### src/sv/asub_pkg.sv
// Shared types and constants for the aging subscriber table.
// No dependencies; every other file imports this package.
package asub_pkg;

  localparam int TIME_W      = 48;
  localparam int IP_W        = 32;
  localparam int PORT_W      = 16;
  localparam int SLOT_W      = 2;
  localparam int CNT_W       = 3;
  localparam int MAX_RESULTS = 4;
  localparam int SLOTS_DEF   = 4;

  localparam logic [TIME_W-1:0] TTL_RESET = TIME_W'(5000000);

  typedef enum logic {
    OP_SUB = 1'b0,
    OP_PUB = 1'b1
  } op_t;

  typedef enum logic [1:0] {
    ST_REFRESHED = 2'd0,
    ST_ADDED     = 2'd1,
    ST_DROPPED   = 2'd2,
    ST_DEST      = 2'd3
  } status_t;

  // Request travelling down the row of cells.
  typedef struct packed {
    op_t                op;
    logic [TIME_W-1:0]  now;
    logic [IP_W-1:0]    ip;
    logic [PORT_W-1:0]  port;
    logic [TIME_W-1:0]  expires;
    logic               hit;
    logic               free;
    logic               pend_valid;
    logic [SLOT_W-1:0]  pend_slot;
    logic [IP_W-1:0]    pend_ip;
    logic [PORT_W-1:0]  pend_port;
    logic [CNT_W-1:0]   cnt;
  } tok_t;

  typedef struct packed {
    status_t            status;
    logic [SLOT_W-1:0]  slot;
    logic [IP_W-1:0]    dest_ip;
    logic [PORT_W-1:0]  dest_port;
    logic               last;
  } res_t;

  // Entry write broadcast to the cells.
  typedef struct packed {
    logic               en;
    logic [IP_W-1:0]    ip;
    logic [PORT_W-1:0]  port;
    logic [TIME_W-1:0]  expiry;
  } wr_t;

endpackage

### src/sv/asub_if.sv
// Valid/ready channel interfaces for request and result transfers.
// Depends on asub_pkg for field widths.
interface asub_in_if import asub_pkg::*; ();
  logic              valid;
  logic              ready;
  logic              operation;
  logic [TIME_W-1:0] now_us;
  logic [IP_W-1:0]   peer_ip;
  logic [PORT_W-1:0] peer_port;

  modport source (output valid, operation, now_us, peer_ip, peer_port, input ready);
  modport sink   (input valid, operation, now_us, peer_ip, peer_port, output ready);
endinterface

interface asub_out_if import asub_pkg::*; ();
  logic              valid;
  logic              ready;
  logic [1:0]        status;
  logic [SLOT_W-1:0] slot;
  logic [IP_W-1:0]   dest_ip;
  logic [PORT_W-1:0] dest_port;
  logic              last;

  modport source (output valid, status, slot, dest_ip, dest_port, last, input ready);
  modport sink   (input valid, status, slot, dest_ip, dest_port, last, output ready);
endinterface

### src/sv/asub_cell.sv
// One table slot: holds an entry and evaluates the passing request against it.
// Depends on asub_pkg.
module asub_cell import asub_pkg::*; #(
  parameter int SLOTS = SLOTS_DEF,
  parameter int IDX   = 0,
  localparam int IDX_W = (SLOTS > 1) ? $clog2(SLOTS) : 1
) (
  input  logic             clk,
  input  logic             rst,
  input  logic             load,
  input  tok_t             tok_in,
  input  logic [IDX_W-1:0] hit_idx_in,
  input  logic [IDX_W-1:0] free_idx_in,
  input  logic             out_free,
  input  wr_t              wr,
  input  logic [IDX_W-1:0] wr_idx,
  output logic             occ,
  output logic             pass,
  output tok_t             tok_nxt,
  output logic [IDX_W-1:0] hit_idx_nxt,
  output logic [IDX_W-1:0] free_idx_nxt,
  output logic             push,
  output res_t             res
);

  localparam logic [IDX_W-1:0] OWN = IDX_W'(IDX);

  tok_t              tok;
  logic [IDX_W-1:0]  hit_idx;
  logic [IDX_W-1:0]  free_idx;
  logic [IP_W-1:0]   ent_ip;
  logic [PORT_W-1:0] ent_port;
  logic [TIME_W-1:0] ent_exp;
  logic              live;
  logic              take;
  logic              need;

  always_ff @(posedge clk) begin
    if (rst) begin
      occ      <= 1'b0;
      ent_ip   <= '0;
      ent_port <= '0;
      ent_exp  <= '0;
    end else begin
      if (load) begin
        occ <= 1'b1;
      end else if (pass) begin
        occ <= 1'b0;
      end
      if (wr.en && wr_idx == OWN) begin
        ent_ip   <= wr.ip;
        ent_port <= wr.port;
        ent_exp  <= wr.expiry;
      end
    end
  end

  always_ff @(posedge clk) begin
    if (load) begin
      tok      <= tok_in;
      hit_idx  <= hit_idx_in;
      free_idx <= free_idx_in;
    end
  end

  always_comb begin
    live         = ent_exp > tok.now;
    take         = (tok.op == OP_PUB) && live && (tok.cnt < CNT_W'(MAX_RESULTS));
    need         = occ && take && tok.pend_valid;
    push         = need && out_free;
    pass         = occ && (!need || out_free);
    tok_nxt      = tok;
    hit_idx_nxt  = hit_idx;
    free_idx_nxt = free_idx;
    res          = '0;
    if (need) begin
      res.status    = ST_DEST;
      res.slot      = tok.pend_slot;
      res.dest_ip   = tok.pend_ip;
      res.dest_port = tok.pend_port;
      res.last      = 1'b0;
    end
    if (tok.op == OP_PUB) begin
      if (take) begin
        tok_nxt.pend_valid = 1'b1;
        tok_nxt.pend_slot  = SLOT_W'(IDX);
        tok_nxt.pend_ip    = ent_ip;
        tok_nxt.pend_port  = ent_port;
        tok_nxt.cnt        = tok.cnt + CNT_W'(1);
      end
    end else begin
      if (!tok.hit && live && ent_ip == tok.ip && ent_port == tok.port) begin
        tok_nxt.hit = 1'b1;
        hit_idx_nxt = OWN;
      end
      if (!live && !tok.free) begin
        tok_nxt.free = 1'b1;
        free_idx_nxt = OWN;
      end
    end
  end

endmodule

### src/sv/aging_subscriber_table.sv
// Top level of the aging subscriber table: row of slot cells, finish stage,
// result register and TTL register. Depends on asub_pkg, asub_if, asub_cell.
//
//   channel  dir  handshake     payload
//   in_ch    in   valid/ready   operation, now_us, peer_ip, peer_port
//   out_ch   out  valid/ready   status, slot, dest_ip, dest_port, last
//   cfg      in   cfg_wr_en     cfg_wr_data (ttl_us)
//
// A request walks the row one cell per cycle while the result register has room,
// then a finish stage. One item is in flight at a time: the block takes no new
// transfer until the finish stage is done with the last one.
// A stalled result register holds the request in its cell until it drains.
// Reset clears all slots at once; there is no clearing pass.
module aging_subscriber_table import asub_pkg::*; #(
  parameter int SLOTS = SLOTS_DEF
) (
  input  logic              clk,
  input  logic              rst,
  input  logic              cfg_wr_en,
  input  logic [TIME_W-1:0] cfg_wr_data,
  asub_in_if.sink           in_ch,
  asub_out_if.source        out_ch
);

  localparam int IDX_W = (SLOTS > 1) ? $clog2(SLOTS) : 1;

  logic [TIME_W-1:0] ttl;
  logic              busy;
  logic              accept;
  logic [TIME_W:0]   sum;
  tok_t              new_tok;

  tok_t              tok_c      [0:SLOTS];
  logic              load_c     [0:SLOTS];
  logic [IDX_W-1:0]  hit_c      [0:SLOTS];
  logic [IDX_W-1:0]  free_c     [0:SLOTS];
  logic [SLOTS-1:0]  push_c;
  logic [SLOTS-1:0]  occ_c;
  res_t              res_c      [0:SLOTS-1];

  logic              fin_occ;
  tok_t              fin_tok;
  logic [IDX_W-1:0]  fin_hit_idx;
  logic [IDX_W-1:0]  fin_free_idx;
  logic              fin_need;
  logic              fin_push;
  logic              fin_done;
  res_t              fin_res;
  wr_t               wr;
  logic [IDX_W-1:0]  wr_idx;

  logic              cell_push;
  res_t              cell_res;
  logic              out_free;
  logic              push;
  logic              out_valid;
  res_t              out_res;

  assign accept      = in_ch.valid && in_ch.ready;
  assign in_ch.ready = !busy;
  assign out_free    = !out_valid || out_ch.ready;

  always_comb begin
    sum                = {1'b0, in_ch.now_us} + {1'b0, ttl};
    new_tok            = '0;
    new_tok.op         = op_t'(in_ch.operation);
    new_tok.now        = in_ch.now_us;
    new_tok.ip         = in_ch.peer_ip;
    new_tok.port       = in_ch.peer_port;
    new_tok.expires    = sum[TIME_W] ? '1 : sum[TIME_W-1:0];
  end

  assign tok_c[0]  = new_tok;
  assign load_c[0] = accept;
  assign hit_c[0]  = '0;
  assign free_c[0] = '0;

  for (genvar i = 0; i < SLOTS; i++) begin : g_cell
    asub_cell #(.SLOTS(SLOTS), .IDX(i)) u_cell (
      .clk          (clk),
      .rst          (rst),
      .load         (load_c[i]),
      .tok_in       (tok_c[i]),
      .hit_idx_in   (hit_c[i]),
      .free_idx_in  (free_c[i]),
      .out_free     (out_free),
      .wr           (wr),
      .wr_idx       (wr_idx),
      .occ          (occ_c[i]),
      .pass         (load_c[i+1]),
      .tok_nxt      (tok_c[i+1]),
      .hit_idx_nxt  (hit_c[i+1]),
      .free_idx_nxt (free_c[i+1]),
      .push         (push_c[i]),
      .res          (res_c[i])
    );
  end

  always_comb begin
    cell_push = |push_c;
    cell_res  = '0;
    for (int i = 0; i < SLOTS; i++) begin
      cell_res = cell_res | res_c[i];
    end
  end

  // Finish stage: decide the subscribe outcome or flush the held destination.
  always_comb begin
    fin_need = fin_occ && (fin_tok.op == OP_SUB || fin_tok.pend_valid);
    fin_push = fin_need && out_free;
    fin_done = fin_occ && (!fin_need || out_free);
    fin_res  = '0;
    wr       = '0;
    wr_idx   = '0;
    fin_res.last = 1'b1;
    if (fin_tok.op == OP_PUB) begin
      fin_res.status    = ST_DEST;
      fin_res.slot      = fin_tok.pend_slot;
      fin_res.dest_ip   = fin_tok.pend_ip;
      fin_res.dest_port = fin_tok.pend_port;
    end else begin
      wr.ip     = fin_tok.ip;
      wr.port   = fin_tok.port;
      wr.expiry = fin_tok.expires;
      if (fin_tok.hit) begin
        fin_res.status = ST_REFRESHED;
        fin_res.slot   = SLOT_W'(fin_hit_idx);
        wr_idx         = fin_hit_idx;
        wr.en          = fin_done;
      end else if (fin_tok.free) begin
        fin_res.status = ST_ADDED;
        fin_res.slot   = SLOT_W'(fin_free_idx);
        wr_idx         = fin_free_idx;
        wr.en          = fin_done;
      end else begin
        fin_res.status = ST_DROPPED;
      end
    end
  end

  assign push = cell_push || fin_push;

  always_ff @(posedge clk) begin
    if (rst) begin
      ttl       <= TTL_RESET;
      busy      <= 1'b0;
      fin_occ   <= 1'b0;
      out_valid <= 1'b0;
    end else begin
      if (cfg_wr_en) begin
        ttl <= cfg_wr_data;
      end
      if (accept) begin
        busy <= 1'b1;
      end else if (fin_done) begin
        busy <= 1'b0;
      end
      if (load_c[SLOTS]) begin
        fin_occ <= 1'b1;
      end else if (fin_done) begin
        fin_occ <= 1'b0;
      end
      if (push) begin
        out_valid <= 1'b1;
      end else if (out_ch.ready) begin
        out_valid <= 1'b0;
      end
    end
  end

  always_ff @(posedge clk) begin
    if (load_c[SLOTS]) begin
      fin_tok      <= tok_c[SLOTS];
      fin_hit_idx  <= hit_c[SLOTS];
      fin_free_idx <= free_c[SLOTS];
    end
    if (push) begin
      out_res <= fin_push ? fin_res : cell_res;
    end
  end

  assign out_ch.valid     = out_valid;
  assign out_ch.status    = out_res.status;
  assign out_ch.slot      = out_res.slot;
  assign out_ch.dest_ip   = out_res.dest_ip;
  assign out_ch.dest_port = out_res.dest_port;
  assign out_ch.last      = out_res.last;

  a_one_request: assert property (@(posedge clk) disable iff (rst)
    $onehot0({occ_c, fin_occ}))
    else $error("more than one request in flight");

  a_accept_empty: assert property (@(posedge clk) disable iff (rst)
    accept |-> (occ_c == '0) && !fin_occ)
    else $error("transfer taken while a request is in flight");

  a_push_room: assert property (@(posedge clk) disable iff (rst)
    push |-> out_free && !(cell_push && fin_push))
    else $error("result pushed into a full register");

  a_write_finish: assert property (@(posedge clk) disable iff (rst)
    wr.en |-> fin_occ && fin_tok.op == OP_SUB)
    else $error("slot written outside a subscribe finish");

  a_busy_done: assert property (@(posedge clk) disable iff (rst)
    fin_done |=> !busy)
    else $error("block still busy after a request finished");

endmodule

### src/flat_wrapper.sv
// flat-port wrapper written by rule: the top's interface ports become plain ports
module aging_subscriber_table_flat import asub_pkg::*;
#(
  parameter int SLOTS = SLOTS_DEF
)
  (clk, rst, cfg_wr_en, cfg_wr_data, in_ch_valid, in_ch_operation, in_ch_now_us, in_ch_peer_ip, in_ch_peer_port, in_ch_ready, out_ch_valid, out_ch_status, out_ch_slot, out_ch_dest_ip, out_ch_dest_port, out_ch_last, out_ch_ready);
  asub_in_if in_ch_i ();
  asub_out_if out_ch_i ();
  input  logic clk;
  input  logic rst;
  input  logic cfg_wr_en;
  input  logic [TIME_W-1:0] cfg_wr_data;
  input wire logic [$bits(in_ch_i.valid)-1:0] in_ch_valid;
  input wire logic [$bits(in_ch_i.operation)-1:0] in_ch_operation;
  input wire logic [$bits(in_ch_i.now_us)-1:0] in_ch_now_us;
  input wire logic [$bits(in_ch_i.peer_ip)-1:0] in_ch_peer_ip;
  input wire logic [$bits(in_ch_i.peer_port)-1:0] in_ch_peer_port;
  output wire logic [$bits(in_ch_i.ready)-1:0] in_ch_ready;
  output wire logic [$bits(out_ch_i.valid)-1:0] out_ch_valid;
  output wire logic [$bits(out_ch_i.status)-1:0] out_ch_status;
  output wire logic [$bits(out_ch_i.slot)-1:0] out_ch_slot;
  output wire logic [$bits(out_ch_i.dest_ip)-1:0] out_ch_dest_ip;
  output wire logic [$bits(out_ch_i.dest_port)-1:0] out_ch_dest_port;
  output wire logic [$bits(out_ch_i.last)-1:0] out_ch_last;
  input wire logic [$bits(out_ch_i.ready)-1:0] out_ch_ready;
  assign in_ch_i.valid = in_ch_valid;
  assign in_ch_i.operation = in_ch_operation;
  assign in_ch_i.now_us = in_ch_now_us;
  assign in_ch_i.peer_ip = in_ch_peer_ip;
  assign in_ch_i.peer_port = in_ch_peer_port;
  assign in_ch_ready = in_ch_i.ready;
  assign out_ch_valid = out_ch_i.valid;
  assign out_ch_status = out_ch_i.status;
  assign out_ch_slot = out_ch_i.slot;
  assign out_ch_dest_ip = out_ch_i.dest_ip;
  assign out_ch_dest_port = out_ch_i.dest_port;
  assign out_ch_last = out_ch_i.last;
  assign out_ch_i.ready = out_ch_ready;
  aging_subscriber_table #(.SLOTS(SLOTS)) u_core (.clk(clk), .rst(rst), .cfg_wr_en(cfg_wr_en), .cfg_wr_data(cfg_wr_data), .in_ch(in_ch_i), .out_ch(out_ch_i));
endmodule
### config.mk
export PLATFORM = sky130hd
export DESIGN_NAME = aging_subscriber_table_flat
export DESIGN_NICKNAME = d
export VERILOG_FILES = /design/src/sv/asub_pkg.sv /design/src/sv/asub_if.sv /design/src/sv/asub_cell.sv /design/src/sv/aging_subscriber_table.sv /design/src/flat_wrapper.sv
export SDC_FILE = /design/constraint.sdc
export NUM_CORES = 2
export LEC_CHECK = 0
export BUFFER_PORTS_ARGS = -buffer_cell sky130_fd_sc_hd__buf_2
export CAP_MARGIN = 20
export CORE_UTILIZATION = 50
export DETAILED_ROUTE_END_ITERATION = 16
export PLACE_DENSITY = 0.66
export SYNTH_ARGS = -nofsm -noshare
export SYNTH_HDL_FRONTEND = slang
export SYNTH_SLANG_ARGS = --single-unit
### constraint.sdc
create_clock -name clk -period 21.4 [get_ports clk]
set_input_delay 4.28 -clock clk [delete_from_list [all_inputs] [get_ports clk]]
set_output_delay 4.28 -clock clk [all_outputs]
set_load 0.01 [all_outputs]
## Yosys cells after proc, flatten, opt, wreduce, memory -nomap -nowiden

Index checks and enable logic that the tools add are counted.

| word-level totals | value |
|---|---|
| flip-flop bits (word level) | 1400 |
| latch bits | 0 |
| RAM bits | 0 |
| memory bits (read-only) | 0 |
| input bits | 150 |
| output and inout bits | 55 |
| memories | 0 |

| operators by class | value |
|---|---|
| add/subtract/negate cells | 4 |
| multiply operators | 0 |
| div/mod/pow operators | 0 |
| $lt $le $gt $ge | 7 |
| equality and inequality tests | 11 |
| shift-type cells | 0 |
| multiplexer cells | 55 |
| bitwise gates (word level) | 3 |
| reduce and logical (&&, ||, !) cells | 74 |

Operators by type and width:

| cell | number |
|---|---|
| $mux W54 | 7 |
| $mux W53 | 4 |
| $gt A48 B48 Y1 | 4 |
| $eq A32 B32 Y1 | 4 |
| $or A53 B53 Y53 | 2 |
| $mux W97 | 1 |
| $eq A16 B16 Y1 | 4 |
| $add A48 B48 Y49 | 1 |
| $mux W48 | 1 |
| $logic_and A1 B1 Y1 | 41 |
| $mux W2 | 15 |
| $mux W1 | 25 |
| $logic_not A1 Y1 | 15 |
| $reduce_bool A2 Y1 | 7 |
| $mux W4 | 2 |
| $logic_or A1 B1 Y1 | 7 |
| $add A3 B1 Y3 const B | 2 |
| $lt A3 B3 Y1 const B | 2 |
| $eq A2 B2 Y1 const B | 2 |
| $reduce_and A2 Y1 | 2 |
| $lt A1 B3 Y1 const B | 1 |
| $reduce_or A3 Y1 | 1 |
| $add A1 B1 Y2 const B | 1 |
| $eq A2 B1 Y1 const B | 1 |
| 2 further kinds | 2 |

## Longest topological paths before layout

| logic depth | value |
|---|---|
| depth after elaboration | 10 |
| gate-level depth with buffers | 14 |
| gate-level depth less buffers | 12 |

## Modules after synthesis

Synthesis repeated with hierarchy kept, for this count alone.

| unflattened totals | value |
|---|---|
| cell total of the unflattened synthesis | 5697 |
| area total of the unflattened synthesis | 66387.4 um2 |

Modules (own cells, without submodules):

| module | times used | cells an instance | area an instance (um2) |
|---|---|---|---|
| asub_cell at u_core.g_cell[3].u_cell | 1 | 1153 | 13600.5 |
| asub_cell at u_core.g_cell[2].u_cell | 1 | 1158 | 13490.4 |
| asub_cell at u_core.g_cell[1].u_cell | 1 | 1147 | 13396.6 |
| asub_cell at u_core.g_cell[0].u_cell | 1 | 1146 | 13394.1 |
| aging_subscriber_table | 1 | 1093 | 12505.7 |

## Worst setup path after synthesis

No wires, ideal clock.

| timing path | value |
|---|---|
| kind | input port to flip-flop |
| from | in out_ch_ready |
| to | reg u_core.g_cell[2].u_cell.occ |
| arrival time | 16.024 ns |
| path slack | 5.270 ns |
| stages | 4 |
| cell sequence | nor2b_1 > clkbuf_1 > a41oi_1 > o21ba_1 |

| on the way | value |
|---|---|
| longest elaborated chain between the ends | 4 |
| elaborated cells on any way between the ends | 7 |
| classes of those cells | mux (1); reduce/logical (6) |

RTL lines:

| what | line | text |
|---|---|---|
| start, declared | flat_wrapper.sv:25 | `input wire logic [$bits(out_ch_i.ready)-1:0] out_ch_ready;` |
| $logic_or A1 B1 Y1 (*) | aging_subscriber_table.sv:61 | `assign out_free = !out_valid \|\| out_ch.ready;` |
| $logic_or A1 B1 Y1 (*) | asub_cell.sv:71 | `pass = occ && (!need \|\| out_free);` |
| $logic_and A1 B1 Y1 (*) | asub_cell.sv:71 |  |
| net u_core.g_cell[1].u_cell.pass | asub_cell.sv:18 | `output logic pass,` |
| $mux W1 / $reduce_bool A2 Y1 (equally long branches) | - |  |
| end signal, assigned | asub_cell.sv:40 | `occ <= 1'b0;` |
| end signal, assigned | asub_cell.sv:46 | `occ <= 1'b1;` |
| end signal, assigned | asub_cell.sv:48 | `occ <= 1'b0;` |
| end, declared | asub_cell.sv:17 | `output logic occ,` |

Mark *: on every way through the listed nets, which the timed path passes. The rest lies on a longest branch.
A chain may end at the register's enable or synchronous reset.

## Worst setup path in the final report

| timing path | value |
|---|---|
| from | in out_ch_ready |
| to | reg u_core.g_cell[0].u_cell.ent_ip[15] |

| on the way | value |
|---|---|
| longest elaborated chain between the ends | 7 |

RTL lines:

| what | line | text |
|---|---|---|
| $logic_or A1 B1 Y1 (*) | aging_subscriber_table.sv:61 |  |
| $logic_or A1 B1 Y1 (*) | aging_subscriber_table.sv:111 | `fin_done = fin_occ && (!fin_need \|\| out_free);` |
| $logic_and A1 B1 Y1 (*) | aging_subscriber_table.sv:111 |  |
| $mux W1 | aging_subscriber_table.sv:130 | `end else if (fin_tok.free) begin` |
| $mux W1 (*) | aging_subscriber_table.sv:125 | `if (fin_tok.hit) begin` |
| $mux W97 (*) | aging_subscriber_table.sv:116 | `if (fin_tok.op == OP_PUB) begin` |
| $logic_and A1 B1 Y1 (*) | asub_cell.sv:50 | `if (wr.en && wr_idx == OWN) begin` |
| end signal, assigned | asub_cell.sv:51 | `ent_ip <= wr.ip;` |
| end, declared | asub_cell.sv:31 | `logic [IP_W-1:0] ent_ip;` |

Every way passes the cells marked *; elsewhere a longest branch is shown, timed or not.

==> summary.md <==
| Metric | Value |
|---|---|
| Fin area | `0.0658 mm²` |
| Critical Path Sink Type | `flop` |
| Ys async rst share | `0%` |
| I/O Buffers | `204` |
| Avg Cell Area, Syn | `between 10 and 15 µm²` |
| Crit path time final | `between 8000 and 9000 ps` |
| DR pass1 iterations | `7` |
| Final ANT Viol Nets | `0` |
| Syn nets | `5,357` |
| DR vias | `39,300` |
| Final Hold Vio Count | `0` |
| Count leader, synth | `nand2_1` |
| Gpl congestion | `0.946` |
| Starting Density | `50.4%` |
| Status | `finished clean` |
| Synthesized cell area | `roughly 0.058 mm²` |
| Clock Skews | `~51 ps` |
| Layout overhead on the synthesized area | `12.4%` |
| Seq/Total Area, Yosys | `about 64%` |
| Final Setup Violations | `0` |
| Maxcap violations | `0` |
| Synth warn | `0` |
| Hold Path Origin | `u_core.g_cell[2].u_cell.tok_nxt[74]$_DFFE_PP_` |
| Initial DRC Count | `4,284` |
| Pin count of the biggest net entering global routing | `180` |
| Leakage power | `24.9 nW` |
| Die area | `about 0.12 mm²` |
| DRT Wirelength | `roughly 160,000 µm` |
| WP data required | `22,090 ps` |
| Die height | `about 340 µm` |
| Critical path class | `in -> reg` |
| Pin slew with the least headroom to its limit | `1150 ps` |
| EDFF count, synth | `953` |
| Hold Path Cell Cnt | `0` |
| Synth cell count leaders | `1,017 x nand2_1, 953 x edfxtp_1, 474 x a21oi_1` |
| Slew headroom | `22.4%` |
| CTS tree | `done` |
| WP data arrival | `8890 ps` |
| Cts bufs inserted | `145` |
| Total chip power | `5.71 mW` |
| Total GRT Usage | `27.4%` |
| Post-synth top area share | `48.9%` |
| Max Fanout on Critical Path | `53` |
| Synth Instances | `4,966` |
| Post-CTS Hold Buffers | `0` |
| GR Overflow Total | `0` |
| Number of global-route vias before repair | `37,800` |
| Setup crit start kind | `input port` |
| Worst Hold Class | `reg -> reg` |
| Synthesis-stage register bit count | `1,392` |
| Post-CTS Resized | `0` |
| FMAX | `between 100 and 150 MHz` |
| Worst-Skew Late Latency | `790 ps` |
| Fin nets | `5,515` |
| Average wire per standard cell | `24.0 µm` |
| Post-route DRC | `0` |
| Postcts setup bufs | `0` |
| Fin crit share | `38.3%` |
| Vias per Instance | `5.80` |
| Yosys top cell by area | `edfxtp_1` |
| Setup TNS | `0 ps` |
| Placed cell area | `0.0610 mm²` |
| Die Span X | `344 µm` |
| R2r startpoint | `u_core.g_cell[2].u_cell.tok_nxt[180]$_DFFE_PP_` |
| Layout cells sized above 1 | `11.5%` |
| Clock Root Buffer | `clkbuf_16` |
| Maximum vdd drop | `approximately 83 µV` |
| CTS sink count | `about 1,400` |
| I/O pin cnt | `205` |
| RSZ-0062 raised after global routing | `false` |
| Predominant post-synthesis flop cell | `edfxtp_1` |
| First-pass GRT wire length | `about 240,000 µm` |
| Core Area | `0.116 mm²` |
| Slew Viols, Final | `0` |
| RR Endpoint | `u_core.out_ch.dest_ip[4]$_DFFE_PP_` |
| H-Tree Depth | `4` |
| Cell Rows | `125` |
| Clk pin slew, worst setup/hold paths | `60 ps` |
| PnR worst setup slack | `13,200 ps` |
| Max Buffers Root-to-Sink | `3` |
| Post-layout util | `a little under three fifths` |
| Reg2Reg Setup Slack | `between 15,000 and 20,000 ps` |
| Dpl hpwl | `105,000 µm` |
| Endpoint with the worst hold slack | `u_core.g_cell[3].u_cell.tok_nxt[74]$_DFFE_PP_` |
| Cells on worst reg2reg path | `15` |
| PwrDens | `86.9 mW/mm²` |
| DP Worst Slack | `12,570 ps` |
| Top post-synthesis cells by area | `edfxtp_1 49%, dfxtp_1 15%, nand2_1 6.5%, ha_1 5.1%, a21oi_1 4.1%` |
| Synth cell types | `82` |
| Initial antenna violation count | `3` |
## state kept, by name, summed over array words and instances, names as in the netlist, 2 cells and up
signal and flops:
u_core.out_ch.dest_ip 32, u_core.g_cell.u_cell.ent_ip 128, u_core.g_cell.u_cell.ent_port 64, u_core.out_ch.status 2, u_core.g_cell.u_cell.tok_nxt 580, u_core.g_cell.u_cell.hit_idx 3
u_core.fin_tok 150, u_core.fin_hit_idx 2, u_core.ttl 48, u_core.g_cell.u_cell.tok 160, u_core.g_cell.u_cell.occ 4, u_core.out_ch.dest_port 16
u_core.g_cell.u_cell.free_idx 3, u_core.fin_free_idx 2, u_core.out_ch.slot 2, u_core.g_cell.u_cell.ent_exp 192
## through the flow
| step | hold WS, ps | cells |
|---|---|---|
| final | 409 | 6773 |
| after global routing | 420 | 6771 |
| after floorplan | 400 | 4966 |
| after CTS | 414 | 6769 |
| after detailed placement | 405 | 6499 |
| after global placement | 400 | 6499 |
## worst max-delay path: stages
cell and delay (ps):
buf_2 100, nor2b_1 210, buf_4 250, nand2b_2 750, buf_4 650, inv_1 130, nand4_1 790, buf_4 520
buf_4 740, nand2_1 140, a21oi_1 180
## cells in the final DEF (no fill, tap or decap), drive strengths merged, types with 99 or more instances in the layout
| master | netlist | final |
|---|---|---|
| nor2b | 127 | 127 |
| dfxtp | 439 | 439 |
| nand4 | 129 | 129 |
| inv | 305 | 312 |
| xnor2 | 111 | 111 |
| nor2 | 99 | 99 |
| buf | 37 | 250 |
| clkbuf | 204 | 207 |
| a21oi | 475 | 475 |
| ha | 240 | 240 |
| nand2 | 1018 | 1018 |
| edfxtp | 953 | 953 |
## area by class of cell
cell class	count	area (µm²)
diodes	2	5.00
clock buffers	205	4070
clock inverters	65	727
fillers	9642	50300
inverters	305	1160
multi-input cells	3028	19100
flip-flops and latches	1392	37400
well taps	1524	1910
repair buffers	252	1410
## power breakdown
| group | internal (mW) | switching (mW) |
|---|---|---|
| logic | 0.0763 | 0.145 |
| clock network | 1.42 | 1.09 |
| registers | 2.94 | 0.0394 |
## worst max-delay path by stage
| stage | startpoint | end | slack (ps) | cells after the start |
|---|---|---|---|---|
| after floorplan | out_ch_ready | u_core.g_cell[2].u_cell.occ$_SDFFE_PP0P_ | 5270 | 4 |
| after global placement | out_ch_ready | u_core.g_cell[0].u_cell.ent_port[10]$_SDFFE_PP0P_ | 12670 | 11 |
| after detailed placement | out_ch_ready | u_core.g_cell[0].u_cell.ent_port[2]$_SDFFE_PP0P_ | 12570 | 11 |
| after CTS | out_ch_ready | u_core.g_cell[0].u_cell.ent_ip[24]$_SDFFE_PP0P_ | 13340 | 11 |
| after global routing | out_ch_ready | u_core.g_cell[0].u_cell.ent_ip[15]$_SDFFE_PP0P_ | 13160 | 11 |
| final | out_ch_ready | u_core.g_cell[0].u_cell.ent_ip[15]$_SDFFE_PP0P_ | 13200 | 11 |
## cells by family (layout without fill, tap and decap cells)
kind of cell               count (synthesis)  after routing  synth area share (%)
other                                      0              2                     0
xor gates and xnor gates                 198            198                  2.96
DFF                                     1392           1392                  63.9
and+or+nand+nor                         1574           1574                  12.0
buffers and inverters                    546            827                  3.72
muxes                                    132            132                  2.70
adders and majority gates                241            241                  5.17
AOI/OAI and AO/OA                        883            883                  9.46
## metal layers
layer	global-route usage (%)	up-vias	part of all wire [%]
met5	0	-	0.0080
met2	42.9	1846	45
met3	5.04	324	9.3
met1	38.2	19200	42
li1	-	17900	-
met4	9.59	2	3.3
(Power assumes the default switching activity.)
